**config.mk**
```make
export PLATFORM = sky130hd
export DESIGN_NAME = gmps_useq
export DESIGN_NICKNAME = d
export VERILOG_FILES = /design/src/rtl/assert_macros.svh /design/src/rtl/gmps_pkg.sv /design/src/rtl/gmps_useq.sv
export SDC_FILE = /design/constraint.sdc
export NUM_CORES = 1
export LEC_CHECK = 0
export ABC_AREA = 1
export BUFFER_PORTS_ARGS = -buffer_cell sky130_fd_sc_hd__buf_2
export CELL_PAD_IN_SITES_DETAIL_PLACEMENT = 1
export CELL_PAD_IN_SITES_GLOBAL_PLACEMENT = 1
export CORE_ASPECT_RATIO = 1.5
export CORE_MARGIN = 5
export CORE_UTILIZATION = 33
export DETAILED_ROUTE_END_ITERATION = 8
export GPL_ROUTABILITY_DRIVEN = 0
export PLACE_DENSITY = 0.64
export SLEW_MARGIN = 25
export SYNTH_ARGS = -nofsm -noshare
export SYNTH_HDL_FRONTEND = slang
export SYNTH_SLANG_ARGS = --single-unit
```
**constraint.sdc**
```tcl
create_clock -name clk -period 2.21 [get_ports clk]
set_input_delay 0.1105 -clock clk [delete_from_list [all_inputs] [get_ports clk]]
set_output_delay 0.1105 -clock clk [all_outputs]
set_load 0.05 [all_outputs]
```
**src/rtl/assert_macros.svh**
```systemverilog
// ----------------------------------------------------------------------------
// Assertion macros
// Shared concurrent assertion helpers for the grid path sum block.
// ----------------------------------------------------------------------------
`ifndef ASSERT_MACROS_SVH
`define ASSERT_MACROS_SVH
`ifndef SYNTH
// Same-cycle implication, disabled while reset is high.
`define ASSERT_IMPLIES(label, clk, rst, ante, cons) \
  label: assert property (@(posedge clk) disable iff (rst) (ante) |-> (cons)) \
    else $error("assertion failed");
// Next-cycle implication, disabled while reset is high.
`define ASSERT_NEXT(label, clk, rst, ante, cons) \
  label: assert property (@(posedge clk) disable iff (rst) (ante) |=> (cons)) \
    else $error("assertion failed");
`else
`define ASSERT_IMPLIES(label, clk, rst, ante, cons)
`define ASSERT_NEXT(label, clk, rst, ante, cons)
`endif
`endif

```
**src/rtl/gmps_pkg.sv**
```systemverilog
// ----------------------------------------------------------------------------
// Grid path sum package
// Widths, register indexes, microcode types and the control program.
// ----------------------------------------------------------------------------
package gmps_pkg;

  // Field widths and default sizes.
  localparam int SUM_W         = 28;
  localparam int CELL_W        = 8;
  localparam int CFG_W         = 11;
  localparam int CFG_IDX_W     = 2;
  localparam int GMPS_MAX_COLS = 1024;
  localparam int GMPS_MAX_ROWS = 1024;

  // Configuration register indexes.
  localparam logic [CFG_IDX_W-1:0] CFG_ROW_COUNT    = 2'd0;
  localparam logic [CFG_IDX_W-1:0] CFG_COLUMN_COUNT = 2'd1;

  // Datapath operations, one per control word.
  typedef enum logic [3:0] {
    OP_NOP,
    OP_IDLE,
    OP_RD_LEFT,
    OP_LEFT,
    OP_K_INIT,
    OP_C_RD,
    OP_C_WR,
    OP_R_RD,
    OP_R_SUM,
    OP_R_WR,
    OP_ROW_NEXT,
    OP_FINISH
  } op_t;

  // Jump conditions.
  typedef enum logic [2:0] {
    C_NEVER,
    C_ALWAYS,
    C_NO_START,
    C_NOT_ROW_END,
    C_LAST_ROW,
    C_NOT_FIRST,
    C_K_UP_MORE,
    C_K_DN_MORE
  } cond_t;

  typedef logic [3:0] step_t;

  // Program addresses.
  localparam step_t S_IDLE    = 4'd0;
  localparam step_t S_RD_LEFT = 4'd1;
  localparam step_t S_LEFT    = 4'd2;
  localparam step_t S_ROW_END = 4'd3;
  localparam step_t S_BRANCH  = 4'd4;
  localparam step_t S_C_RD    = 4'd5;
  localparam step_t S_C_WR    = 4'd6;
  localparam step_t S_C_NEXT  = 4'd7;
  localparam step_t S_R_RD    = 4'd8;
  localparam step_t S_R_SUM   = 4'd9;
  localparam step_t S_R_WR    = 4'd10;
  localparam step_t S_R_NEXT  = 4'd11;
  localparam step_t S_FINISH  = 4'd12;

  typedef struct packed {
    op_t   op;
    cond_t cond;
    step_t target;
  } ucode_t;

  // Status flags from the datapath that the jump conditions test.
  typedef struct packed {
    logic not_row_end;
    logic last_row;
    logic first_row;
    logic k_up_more;
    logic k_dn_more;
  } status_t;

  // Control store: the program that handles one cell and any row-end pass.
  function automatic ucode_t ucode_word(input step_t step);
    ucode_t w;
    w = '{op: OP_NOP, cond: C_ALWAYS, target: S_IDLE};
    case (step)
      S_IDLE:    w = '{op: OP_IDLE,     cond: C_NO_START,    target: S_IDLE};
      S_RD_LEFT: w = '{op: OP_RD_LEFT,  cond: C_NEVER,       target: S_IDLE};
      S_LEFT:    w = '{op: OP_LEFT,     cond: C_NOT_ROW_END, target: S_IDLE};
      S_ROW_END: w = '{op: OP_K_INIT,   cond: C_LAST_ROW,    target: S_FINISH};
      S_BRANCH:  w = '{op: OP_NOP,      cond: C_NOT_FIRST,   target: S_R_RD};
      S_C_RD:    w = '{op: OP_C_RD,     cond: C_NEVER,       target: S_IDLE};
      S_C_WR:    w = '{op: OP_C_WR,     cond: C_K_UP_MORE,   target: S_C_RD};
      S_C_NEXT:  w = '{op: OP_ROW_NEXT, cond: C_ALWAYS,      target: S_IDLE};
      S_R_RD:    w = '{op: OP_R_RD,     cond: C_NEVER,       target: S_IDLE};
      S_R_SUM:   w = '{op: OP_R_SUM,    cond: C_NEVER,       target: S_IDLE};
      S_R_WR:    w = '{op: OP_R_WR,     cond: C_K_DN_MORE,   target: S_R_RD};
      S_R_NEXT:  w = '{op: OP_ROW_NEXT, cond: C_ALWAYS,      target: S_IDLE};
      S_FINISH:  w = '{op: OP_FINISH,   cond: C_ALWAYS,      target: S_IDLE};
      default:   w = '{op: OP_NOP,      cond: C_ALWAYS,      target: S_IDLE};
    endcase
    return w;
  endfunction

endpackage

```
**src/rtl/gmps_useq.sv**
```systemverilog
// ----------------------------------------------------------------------------
// Microcode sequencer
// Step counter over the control store, with conditional jumps on status.
// ----------------------------------------------------------------------------
module gmps_useq (
  input  logic             clk,
  input  logic             rst,
  input  logic             start,
  input  gmps_pkg::status_t status,
  output gmps_pkg::op_t     op,
  output logic             busy
);

  gmps_pkg::step_t  step;
  gmps_pkg::step_t  step_next;
  gmps_pkg::ucode_t word;
  logic             take;

  assign word = gmps_pkg::ucode_word(step);
  assign op   = word.op;
  assign busy = (step != gmps_pkg::S_IDLE);

  // Evaluate the jump condition of the current control word.
  always_comb begin
    unique case (word.cond)
      gmps_pkg::C_NEVER:       take = 1'b0;
      gmps_pkg::C_ALWAYS:      take = 1'b1;
      gmps_pkg::C_NO_START:    take = !start;
      gmps_pkg::C_NOT_ROW_END: take = status.not_row_end;
      gmps_pkg::C_LAST_ROW:    take = status.last_row;
      gmps_pkg::C_NOT_FIRST:   take = !status.first_row;
      gmps_pkg::C_K_UP_MORE:   take = status.k_up_more;
      gmps_pkg::C_K_DN_MORE:   take = status.k_dn_more;
      default:                 take = 1'b1;
    endcase
  end

  assign step_next = take ? word.target : step + 4'd1;

  // Step counter.
  always_ff @(posedge clk) begin
    if (rst) begin
      step <= gmps_pkg::S_IDLE;
    end else begin
      step <= step_next;
    end
  end

endmodule

```
# Word level (Yosys, flattened, before mapping)
# Memory sizes are Yosys's and may differ from the RTL's. A register that Yosys moved wholly into a read port is not among the register bits.
# Index checks and enable logic that the tools add are counted.
dict set report word_totals {
  memories 1
  romBits 160
  in_bits 8
  ff_bits 4
}
dict set report classes {
  addsub 1
  eq_ne 7
  muxes 3
  reduce_logical 4
}
# memory depth word_bits rd rd_ports_with_merged_regs wr line_no
set mem_list {}
lappend mem_list {{(name not given)} 16 10 1 1 0 gmps_pkg.sv:83} ;# case (step)
# cell count
set ops {}
lappend ops {{$eq A3 B3 Y1 const B} 4}
lappend ops {{$mux W4} 2}
lappend ops {{$pmux W1 S8} 1}
lappend ops {{$eq A3 B2 Y1 const B} 2}
lappend ops {{$add A4 B1 Y4 const B} 1}
lappend ops {{$reduce_bool A4 Y1} 1}
lappend ops {{$eq A3 B1 Y1 const B} 1}
lappend ops {{$logic_not A3 Y1} 1}
lappend ops {{$logic_not A1 Y1} 2}

# Longest topological paths before layout
# Gate-level depths: netlist (run 1).
dict set report logic_depth {
  depth_word 4
  ltp_mapped 14
}

# Worst setup path after synthesis (run 1)
# No wires, ideal clock.
dict set report synth_timing {
  path_type {flip-flop to flip-flop}
  start {register, netlist name word[5]}
  end {register, netlist name word[8]}
  arrival_ps 1537
  path_stages_with_launch 11
  required_ps 2098
  slack_ps 561
  synth_period_minus_slack_ps 1649
  path_buffers 0
  setup_time_ps 112
  cell_sequence {dfxtp_1 > o21ai_0 > nand3_2 > nand3_1 > nand3_1 > ha_1 > inv_1 > nand2_1 > nand2_1 > nand2_1 > nand2_1}
}
dict set report synth_between {
  elab_chain_len 4
  word_cells_on_any_way 11
}
# item line_no
set synth_lines {}
lappend synth_lines {{$eq A3 B3 Y1 (tied with other cells)} gmps_useq.sv:25} ;# unique case (word.cond)
lappend synth_lines {{$pmux W1 S8 *} gmps_useq.sv:25}
lappend synth_lines {{$mux W4 *} gmps_useq.sv:38} ;# assign step_next = take ? word.target : step + 4'd1;
lappend synth_lines {{$mux W4 (no source line) *} -}
# Mark *: on every way between the ends. The rest lies on a longest branch, timed or not.
# A chain may end at the register's enable or synchronous reset.

# Worst setup path in the final report (run 1)
dict set report layout_timing {
  start {register, netlist name word[5]}
  end {register, netlist name word[3]}
}
dict set report layout_between {
  elab_chain_len 4
  word_cells_on_any_way 11
}
# item line_no
set layout_lines {}
lappend layout_lines {{$eq A3 B3 Y1 (tied with other cells)} gmps_useq.sv:25}
lappend layout_lines {{$pmux W1 S8 *} gmps_useq.sv:25}
lappend layout_lines {{$mux W4 *} gmps_useq.sv:38}
lappend layout_lines {{$mux W4 (no source line) *} -}
# Marked as above.

==> results_dict.tcl, run 1 <==
set metrics [dict create \
    final_cell_area_um2 987.2 \
    ctsResizeCount 0 \
    finalCritPeriodShare_pct 87.61 \
    synth_ff_type "dfxtp_1" \
    timing.rr.end "word[3]$_DFF_P_" \
    fp.dieH_um 73.28 \
    cts_max_level 1 \
    ys.warnings.count 0 \
    syn-cell-area_um2 880.8 \
    ios 13 \
    drt-wirelength-per-cell_um 12.64 \
    rsz0062_at_grt "false" \
    grt_pass1_vias 799 \
    maxSlewHeadroom_pct 75.01 \
    p_per_area_nw_per_um2 1550 \
    clock_sinks 14 \
    finalSetupTns_ns 0 \
    drv_cap 0 \
    final_common_cell "nand3_1" \
    async_reset_ff_share_pct 0 \
    drt_wl_total_um 2060 \
    drc 0 \
    final_util_pct 37.70 \
    ctsLongestPathBuffers 2 \
    n_fill_cell 334 \
    grt_pass1_wl_um 3498 \
    cp-end-kind "flip-flop" \
    fin_skew_ns 0.002344 \
    start_util_pct 33.64 \
    syn_inst 116 \
    synth_nets 131 \
    crit_type "flip-flop to flip-flop" \
    worst_hold_slack_ns 0.4477 \
    drt_iter0_drc 28 \
    tightest_slew_ns 0.3737 \
    max_freq_ghz 0.5165 \
    core_um2 2619 \
    cp_data_required_time_ns 2.32 \
    crit_fanout 8 \
    mostFrequentLayoutCells "nand3_1, inv_1, nand2_1, dfxtp_1, buf_2" \
    dp_hpwl_um 1682 \
    synth_cell_types 18 \
    portBuffers 12 \
    cts_hold_buf 0 \
    reg2regPathDepth 9 \
    die-area_um2 3824 \
    setup_viol 0 \
    clock_latency_ns 0.24 \
    cts_setup_buffers 0 \
    viasPerCell 4.699 \
    ys_ff_latch 14 \
    synth_edf_count 0 \
    cts_tree "done" \
    gr-usage-all-layers_pct 12.32 \
    fin_crit_ns 1.936 \
    reg2reg_slack_ns 0.27 \
    final_nets 143 \
    maxSlewViolCount 0 \
    overflow 0 \
    min_from "rst" \
    drive_gt1_share_pct 23.81 \
    antenna_found_initial 0 \
    final_hold_viol_count 0 \
    vias 766 \
    outcome "finished clean" \
    numCtsBuffers 3 \
    ant_nets 0 \
    p_leak_nw 0.5317 \
    hp-class "primary input to flip-flop" \
    clkSlewWorstSetupHoldPaths_ns 0.05 \
    synth_area_leaders "dfxtp_1, nand3_1, ha_1" \
    rows 23 \
    grt_start_max_net_pins 12 \
    critPathArrivalTime_ns 2.05 \
    firstDrtPassIters 4 \
    ir_drop_v 0.0004840 \
    synth.avg_cell_area_um2 7.593 \
    die_w_um 52.19 \
    insertedDiodeCount 0 \
    area_growth_syn_to_layout_pct 12.07 \
    dpl-instance-area_um2 945.9 \
    holdPathEnd "word[8]$_DFF_P_" \
    cts-root-buf "clkbuf_8" \
    r2r-start "word[5]$_DFF_P_" \
    synth_top_area_share_pct 31.82 \
    synth_top_cell_by_area "dfxtp_1" \
    worstSetupStartpointType "flip-flop" \
    hold_depth 5 \
    yosysSeqAreaShare_pct 31.82 \
]
[state kept, by name, indices dropped and copies added (netlist names)]
name / flops
step: 4
word: 10
[power by group]
group | switching [mW] | internal (mW)
logic | 0.655 | 0.270
clock network | 0.0827 | 0.120
registers | 0.0553 | 0.347
total | 0.793 | 0.737
[final cells by class]
cell class	count	area (µm²)	share of cell area (%)
Inverter	21	78.83	7.985
Clock buffer	3	41.29	4.183
Timing Repair Buffer	12	60.06	6.084
Multi-Input combinational cell	76	480.5	48.67
Tap cell	37	46.29	4.689
Sequential cell	14	280.3	28.39
[stage by stage]
stage / total power [mW] / instances / setup WS, ns
floorplan: 1.189 / 116 / 0.5610
global placement: 1.329 / 160 / 0.3631
detailed placement: 1.343 / 160 / 0.2872
CTS: 1.551 / 163 / 0.2589
global route: 1.667 / 163 / 0.09433
finish: 1.530 / 163 / 0.2737
[Yosys cell counts, types with 2 or more instances]
master and number:
buf_4 4, dfxtp_1 14, ha_1 7, inv_1 20, nand2_1 17, nand2_2 5
nand3_1 29, nand3_2 7, nand4_1 2, nor2_4 2, xor2_1 2
[worst max-delay path: stages (launching register included)]
cell and delay [ns]:
dfxtp_1 0.34, o21ai_0 0.23, nand3_2 0.22, nand2_2 0.18
nand2_1 0.09, nand3_1 0.21, inv_1 0.08, ha_1 0.22
nand3_2 0.12, nand3_1 0.12
[kinds of logic (layout without fill, tap and decap cells)]
logic type               count (synthesis)  count (layout)  synth area share, %
XOR/XNOR                                 2               2                1.989
AO/OA/AOI/OAI                            3               3                2.130
flip-flops                              14              14                31.82
buffers and inverters                   26              36                13.64
adder cells (fa/ha/maj)                  7               7                9.943
AND/OR/NAND/NOR                         64              64                40.48
[worst max path at each step]
stage                                   from         endpoint  slack, ns  cells after the start
after CTS                    word[5]$_DFF_P_  word[3]$_DFF_P_       0.26                      9
final                        word[5]$_DFF_P_  word[3]$_DFF_P_       0.27                      9
after floorplan              word[5]$_DFF_P_  word[8]$_DFF_P_       0.56                     10
after global placement    step[0]$_SDFF_PP0_  word[8]$_DFF_P_       0.36                      9
after detailed placement     word[5]$_DFF_P_  word[3]$_DFF_P_       0.29                      9
after global routing         word[5]$_DFF_P_  word[3]$_DFF_P_       0.09                      9
[layer usage]
metal  vias to the layer above  part of all wire [%]  track usage [%]
li1                        389                     -                -
met1                       356                    38            12.38
met2                        16                    56            24.20
met3                         5                   3.8            1.826
met4                         0                   2.1            5.114
met5                         -                     0                0
Note: power is estimated with default switching activity, not from simulation.
==> run 2: changes to the inputs <==
- BUFFER_PORTS_ARGS: -buffer_cell sky130_fd_sc_hd__buf_2 -> -buffer_cell sky130_fd_sc_hd__buf_4
==> run 2 against run 1 <==
Against the previous run:
- cell count is the same
- largest cell class unchanged
- power is 2.5% higher
- via count up 3.0%
- combinational power grew 3.5%
- final area grew 3.0%
- critical path type unchanged
- flip-flop and latch count did not move
- non-clock buffer count unchanged
- clock-buffer cell count unchanged
==> results_dict.tcl, run 2 (same netlist as run 1, synthesis figures left out) <==
set metrics [dict create \
    outcome "finished clean" \
    ctsResizeCount 0 \
    clock_latency_ns 0.24 \
    portBuffers 12 \
    maxSlewViolCount 0 \
    clkSlewWorstSetupHoldPaths_ns 0.05 \
    rsz0062_at_grt "false" \
    crit_type "flip-flop to flip-flop" \
    insertedDiodeCount 0 \
    fp.dieH_um 73.28 \
    cp-end-kind "flip-flop" \
    largest_reg_flops 10 \
    die_w_um 52.19 \
    worstSetupStartpointType "flip-flop" \
    worst_hold_slack_ns 0.4500 \
    rows 23 \
    cts-root-buf "clkbuf_8" \
    crit_path_cell_trace "o21ai_0, nand3_2, nand2_2, nand2_1, nand3_1, inv_1, ha_1, nand3_2, nand3_1" \
    dp_slack_ns 0.2814 \
    tightest_slew_ns 0.3581 \
    clock_sinks 14 \
    cts_tree "done" \
    numCtsBuffers 3 \
    antenna_found_initial 0 \
    die-area_um2 3824 \
    reg2reg_slack_ns 0.28 \
    p_per_area_nw_per_um2 1541 \
    ir_drop_v 0.0005019 \
    crit_fanout 8 \
    critPathArrivalTime_ns 2.05 \
    gr-usage-all-layers_pct 13.06 \
    final_nets 143 \
    final_util_pct 38.84 \
    fin_crit_ns 1.933 \
    viasPerCell 4.840 \
    firstDrtPassIters 2 \
    drt-wirelength-per-cell_um 12.79 \
    overflow 0 \
    final_hold_viol_count 0 \
    ctsLongestPathBuffers 2 \
    max_freq_ghz 0.5175 \
    drive_gt1_share_pct 23.81 \
    finalCritPeriodShare_pct 87.44 \
    vias 789 \
    maxSlewHeadroom_pct 76.06 \
    grt_start_max_net_pins 12 \
    ant_nets 0 \
    fin_skew_ns 0.0006559 \
    mostFrequentLayoutCells "nand3_1, inv_1, nand2_1, dfxtp_1, buf_4" \
    finalPower_mw 1.568 \
    slowest_delay_ns 0.34 \
    drv_cap 0 \
    drt_wl_total_um 2084 \
    hp-class "primary input to flip-flop" \
    core_um2 2619 \
    finalSetupTns_ns 0 \
    area_growth_syn_to_layout_pct 15.48 \
    final_common_cell "nand3_1" \
    cts_max_level 1 \
    critPathSlowestCell "dfxtp_1" \
    drt_iter0_drc 14 \
    ios 13 \
    drc 0 \
    p_leak_nw 0.5406 \
    cts_hold_buf 0 \
    fin_ws_ns 0.2775 \
    cts_setup_buffers 0 \
    setup_viol 0 \
    cp_data_required_time_ns 2.33 \
    start_util_pct 33.64 \
    grt_pass1_wl_um 3670 \
    grt_pass1_vias 830 \
    dp_hpwl_um 1705 \
]
[run 2: changes by cell type in the layout (fill, tap and decap cells not counted)]
cell / previous run / this run
buf_4: 0 / 12
buf_2: 12 / 0
[run 2: power by group]
part           switching [mW]  internal [mW]  total, mW
Combinational           0.655          0.302      0.957
Sequential             0.0564          0.347      0.404
Clock                  0.0867          0.121      0.207
[run 2: per-stage QoR]
step                cell area (µm²)  cells
floorplan                     880.8    116
detailed placement            975.9    160
global route                   1017    163
finish                         1017    163
CTS                            1017    163
global placement              975.9    160
[run 2: per-layer routing]
metal | GRT usage [%] | wire length, µm | vias up
li1 | - | - | 392
met1 | 13.11 | 794 | 381
met2 | 24.62 | 1157 | 11
met3 | 2.840 | 83 | 5
met4 | 6.250 | 48 | 0
met5 | 0 | 0 | -
[run 2: critical path: cells and delay by family (launching register included)]
kind                       cells  cell delay (ns)
and+or+nand+nor                6             0.91
buffers and inverters          1             0.08
adders and majority gates      1             0.21
AOI/OAI and AO/OA              1             0.26
DFF                            1             0.34
[run 2: cell type report]
cell class	count	area, µm²
Sequential cell	14	280.3
Clock buffer	3	41.29
Inverter	21	78.83
Fill cell	330	1602
Multi-Input combinational cell	76	480.5
Timing Repair Buffer	12	90.09
Tap cell	37	46.29
[run 2: final timing paths]
path,from,endpoint,depth (start not counted)
max,word[5]$_DFF_P_,word[3]$_DFF_P_,9
min,rst,word[8]$_DFF_P_,6
max reg2reg,word[5]$_DFF_P_,word[3]$_DFF_P_,9
min reg2reg,word[3]$_DFF_P_,step[3]$_SDFF_PP0_,4
==> run 3: changes to the inputs <==
- ABC_AREA: 1 -> unset
- CORE_UTILIZATION: 33 -> 41
- PLACE_DENSITY: 0.64 -> 0.75
==> run 3 against run 2 <==
Against the previous run:
- clock-buffer cell count unchanged
- sequential share of layout area down 3.0 points
- cell count down 13%
- synthesized area up 1.7%
- power down 6.1%
- setup slack worse by 0.24 ns
- core utilization up 18 points
- combinational power down 2%
- critical path type unchanged
- worst hold slack worse by 0.20 ns
- clock skew up 0.0072 ns
- sequential power down 4%
- global-route usage up 3.6 points
==> results_dict.tcl, run 3 <==
set metrics [dict create \
    outcome "finished clean" \
    clock_latency_ns 0.29 \
    syn_inst 101 \
    finalPower_mw 1.473 \
    syn-cell-area_um2 895.9 \
    synth_common_cells "dfxtp_1, inv_1, ha_1, mux2i_1, nand2_1" \
    drv_cap 0 \
    fin_crit_ns 2.168 \
    rsz0062_at_grt "true" \
    synthMuxAreaShare_pct 10.75 \
    hold_depth 3 \
    synth_simple_gate_area_share_pct 18.44 \
    clkSlewWorstSetupHoldPaths_ns 0.08 \
    fin_ws_ns 0.04174 \
    critPathArrivalTime_ns 2.34 \
    core_um2 2052 \
    synth.most_common_cell "dfxtp_1" \
    clock_sinks 14 \
    ys_ff_latch 14 \
    synth.avg_cell_area_um2 8.870 \
    antenna_found_initial 0 \
    reg2regPathDepth 10 \
    drt-wirelength-per-cell_um 16.79 \
    ant_nets 0 \
    r2r-start "word[5]$_DFF_P_" \
    drc 0 \
    async_reset_ff_share_pct 0 \
    synth_edf_count 0 \
    crit_fanout 5 \
    mostFrequentLayoutCells "buf_4, dfxtp_1, nand2_1, inv_1, nor2b_1" \
    n_fill_cell 249 \
    rows 20 \
    ir_drop_v 0.0005694 \
    timing.rr.end "word[3]$_DFF_P_" \
    start_util_pct 43.66 \
    dp_hpwl_um 1748 \
    ys.warnings.count 0 \
    final_hold_viol_count 0 \
    ctsLongestPathBuffers 2 \
    p_leak_nw 0.4909 \
    final_cells 141 \
    synthAdderAreaFrac_pct 9.777 \
    die_w_um 48.17 \
    drt_iter0_drc 8 \
    viasPerCell 5.418 \
    cts_max_level 1 \
    grt_start_max_net_pins 11 \
    cp_data_required_time_ns 2.38 \
    insertedDiodeCount 0 \
    synth_nets 116 \
    maxSlewViolCount 0 \
    max_freq_ghz 0.4612 \
    grt_pass1_wl_um 3801 \
    synth_cell_types 35 \
    cp-end-kind "flip-flop" \
    maxSlewHeadroom_pct 68.44 \
    min_from "rst" \
    worstSetupStartpointType "flip-flop" \
    cts-root-buf "clkbuf_4" \
    drt_wl_total_um 2368 \
    hp-class "primary input to flip-flop" \
    ios 13 \
    yosysSeqAreaShare_pct 31.28 \
    final_common_cell "buf_4" \
    overflow 0 \
    grt_pass1_vias 843 \
    area_growth_syn_to_layout_pct 29.75 \
    synth_compound_area_share_pct 14.94 \
    final_nets 136 \
    gr-usage-all-layers_pct 16.71 \
    die-area_um2 3239 \
    cts_tree "done" \
    synth_area_leaders "dfxtp_1, ha_1, mux2i_1" \
    numCtsBuffers 3 \
    synth_top_family_by_area "simple AND/OR/NAND/NOR gates" \
    firstDrtPassIters 3 \
    vias 764 \
    final_cell_area_um2 1162 \
    fin_skew_ns 0.007811 \
    dp.cells 135 \
    drive_gt1_share_pct 39.50 \
    setup_viol 0 \
    p_per_area_nw_per_um2 1267 \
    dp_slack_ns -0.1059 \
    synth_top_area_share_pct 31.28 \
    synth_ff_type "dfxtp_1" \
    crit_type "flip-flop to flip-flop" \
    cts_hold_buf 0 \
    dpl-instance-area_um2 1016 \
    fp.dieH_um 67.25 \
    tightest_slew_ns 0.4734 \
    holdPathEnd "word[6]$_DFF_P_" \
    finalCritPeriodShare_pct 98.11 \
    synth_xor_area_share_pct 3.911 \
    portBuffers 12 \
    largest_reg_flops 10 \
    final_util_pct 56.65 \
    reg2reg_slack_ns 0.04 \
    synth_top_cell_by_area "dfxtp_1" \
]
[run 3: changes by cell type in the layout (fill, tap and decap cells not counted), sizes merged, moves of 3 or more]
cell / before / now
nand3: 36 / 2
nand2: 22 / 7
buf: 12 / 21
inv: 20 / 11
mux2i: 0 / 7
nor2b: 0 / 6
nand2b: 0 / 5
a21oi: 1 / 5
o2bb2ai: 0 / 3
xnor2: 0 / 3
[run 3: stage by stage]
stage                     setup TNS, ns  hold WS (ns)
after detailed placement        -0.3135        0.4980
after global placement         -0.08988        0.4907
final                                 0        0.2461
after floorplan                       0        0.3146
after global routing            -0.2089        0.2755
after CTS                             0        0.2313
[run 3: metal layers]
| layer | vias to the layer above | wire length, µm | part of all wire, % | GRT usage (%) |
|---|---|---|---|---|
| li1 | 381 | - | - | - |
| met1 | 366 | 867 | 37 | 18.15 |
| met2 | 10 | 1389 | 59 | 30.07 |
| met3 | 7 | 29 | 1.2 | 2.400 |
| met4 | 0 | 81 | 3.4 | 7.071 |
| met5 | - | 0 | 0 | 0 |
[run 3: how the worst max path moves through the flow]
stage,from,end,slack [ns],cells past startpoint
global placement,word[5]$_DFF_P_,word[3]$_DFF_P_,-0.03,9
floorplan,word[6]$_DFF_P_,word[4]$_DFF_P_,0.02,10
global route,word[5]$_DFF_P_,word[8]$_DFF_P_,-0.06,10
finish,word[5]$_DFF_P_,word[3]$_DFF_P_,0.04,10
CTS,word[6]$_DFF_P_,word[10]$_DFF_P_,0.009,9
detailed placement,word[5]$_DFF_P_,word[3]$_DFF_P_,-0.11,9
[run 3: worst max-delay path, cell delays in order (launching register included)]
cell and delay, ns:
dfxtp_4 0.38, or4b_4 0.47, o311ai_4 0.08, a21o_1 0.15, mux2_4 0.34, nand2b_4 0.11, inv_2 0.06, ha_4 0.17
inv_2 0.05, o22a_1 0.16, o2bb2ai_2 0.07
[run 3: cell families (layout without fill, tap and decap cells)]
logic type,Yosys count,in the layout
AND/OR/NAND/NOR,30,30
AO/OA/AOI/OAI,20,20
buffers and inverters,17,35
flip-flops,14,14
multiplexers,9,9
adder cells (fa/ha/maj),7,7
XOR/XNOR,4,4
[run 3: cell type report]
class | count | area, µm² | share of cell area [%]
Tap cell | 22 | 27.53 | 2.368
Clock buffer | 3 | 22.52 | 1.938
Sequential cell | 14 | 285.3 | 24.54
Multi-Input combinational cell | 70 | 628.1 | 54.04
Inverter | 11 | 41.29 | 3.552
Timing Repair Buffer | 21 | 157.7 | 13.56
[run 3: timing repair]
action | CTS | global route
endpoints found under the setup margin | 5 | 9
setup buffers | 1 | 2
resized for setup | 8 | 16
pin swaps | 2 | 6
[run 3: where the power goes]
| group | switching [mW] | internal [mW] | total [mW] |
|---|---|---|---|
| combinational | 0.535 | 0.406 | 0.940 |
| sequential | 0.0605 | 0.329 | 0.389 |
| clock | 0.0799 | 0.0634 | 0.143 |
| total | 0.675 | 0.798 | 1.47 |
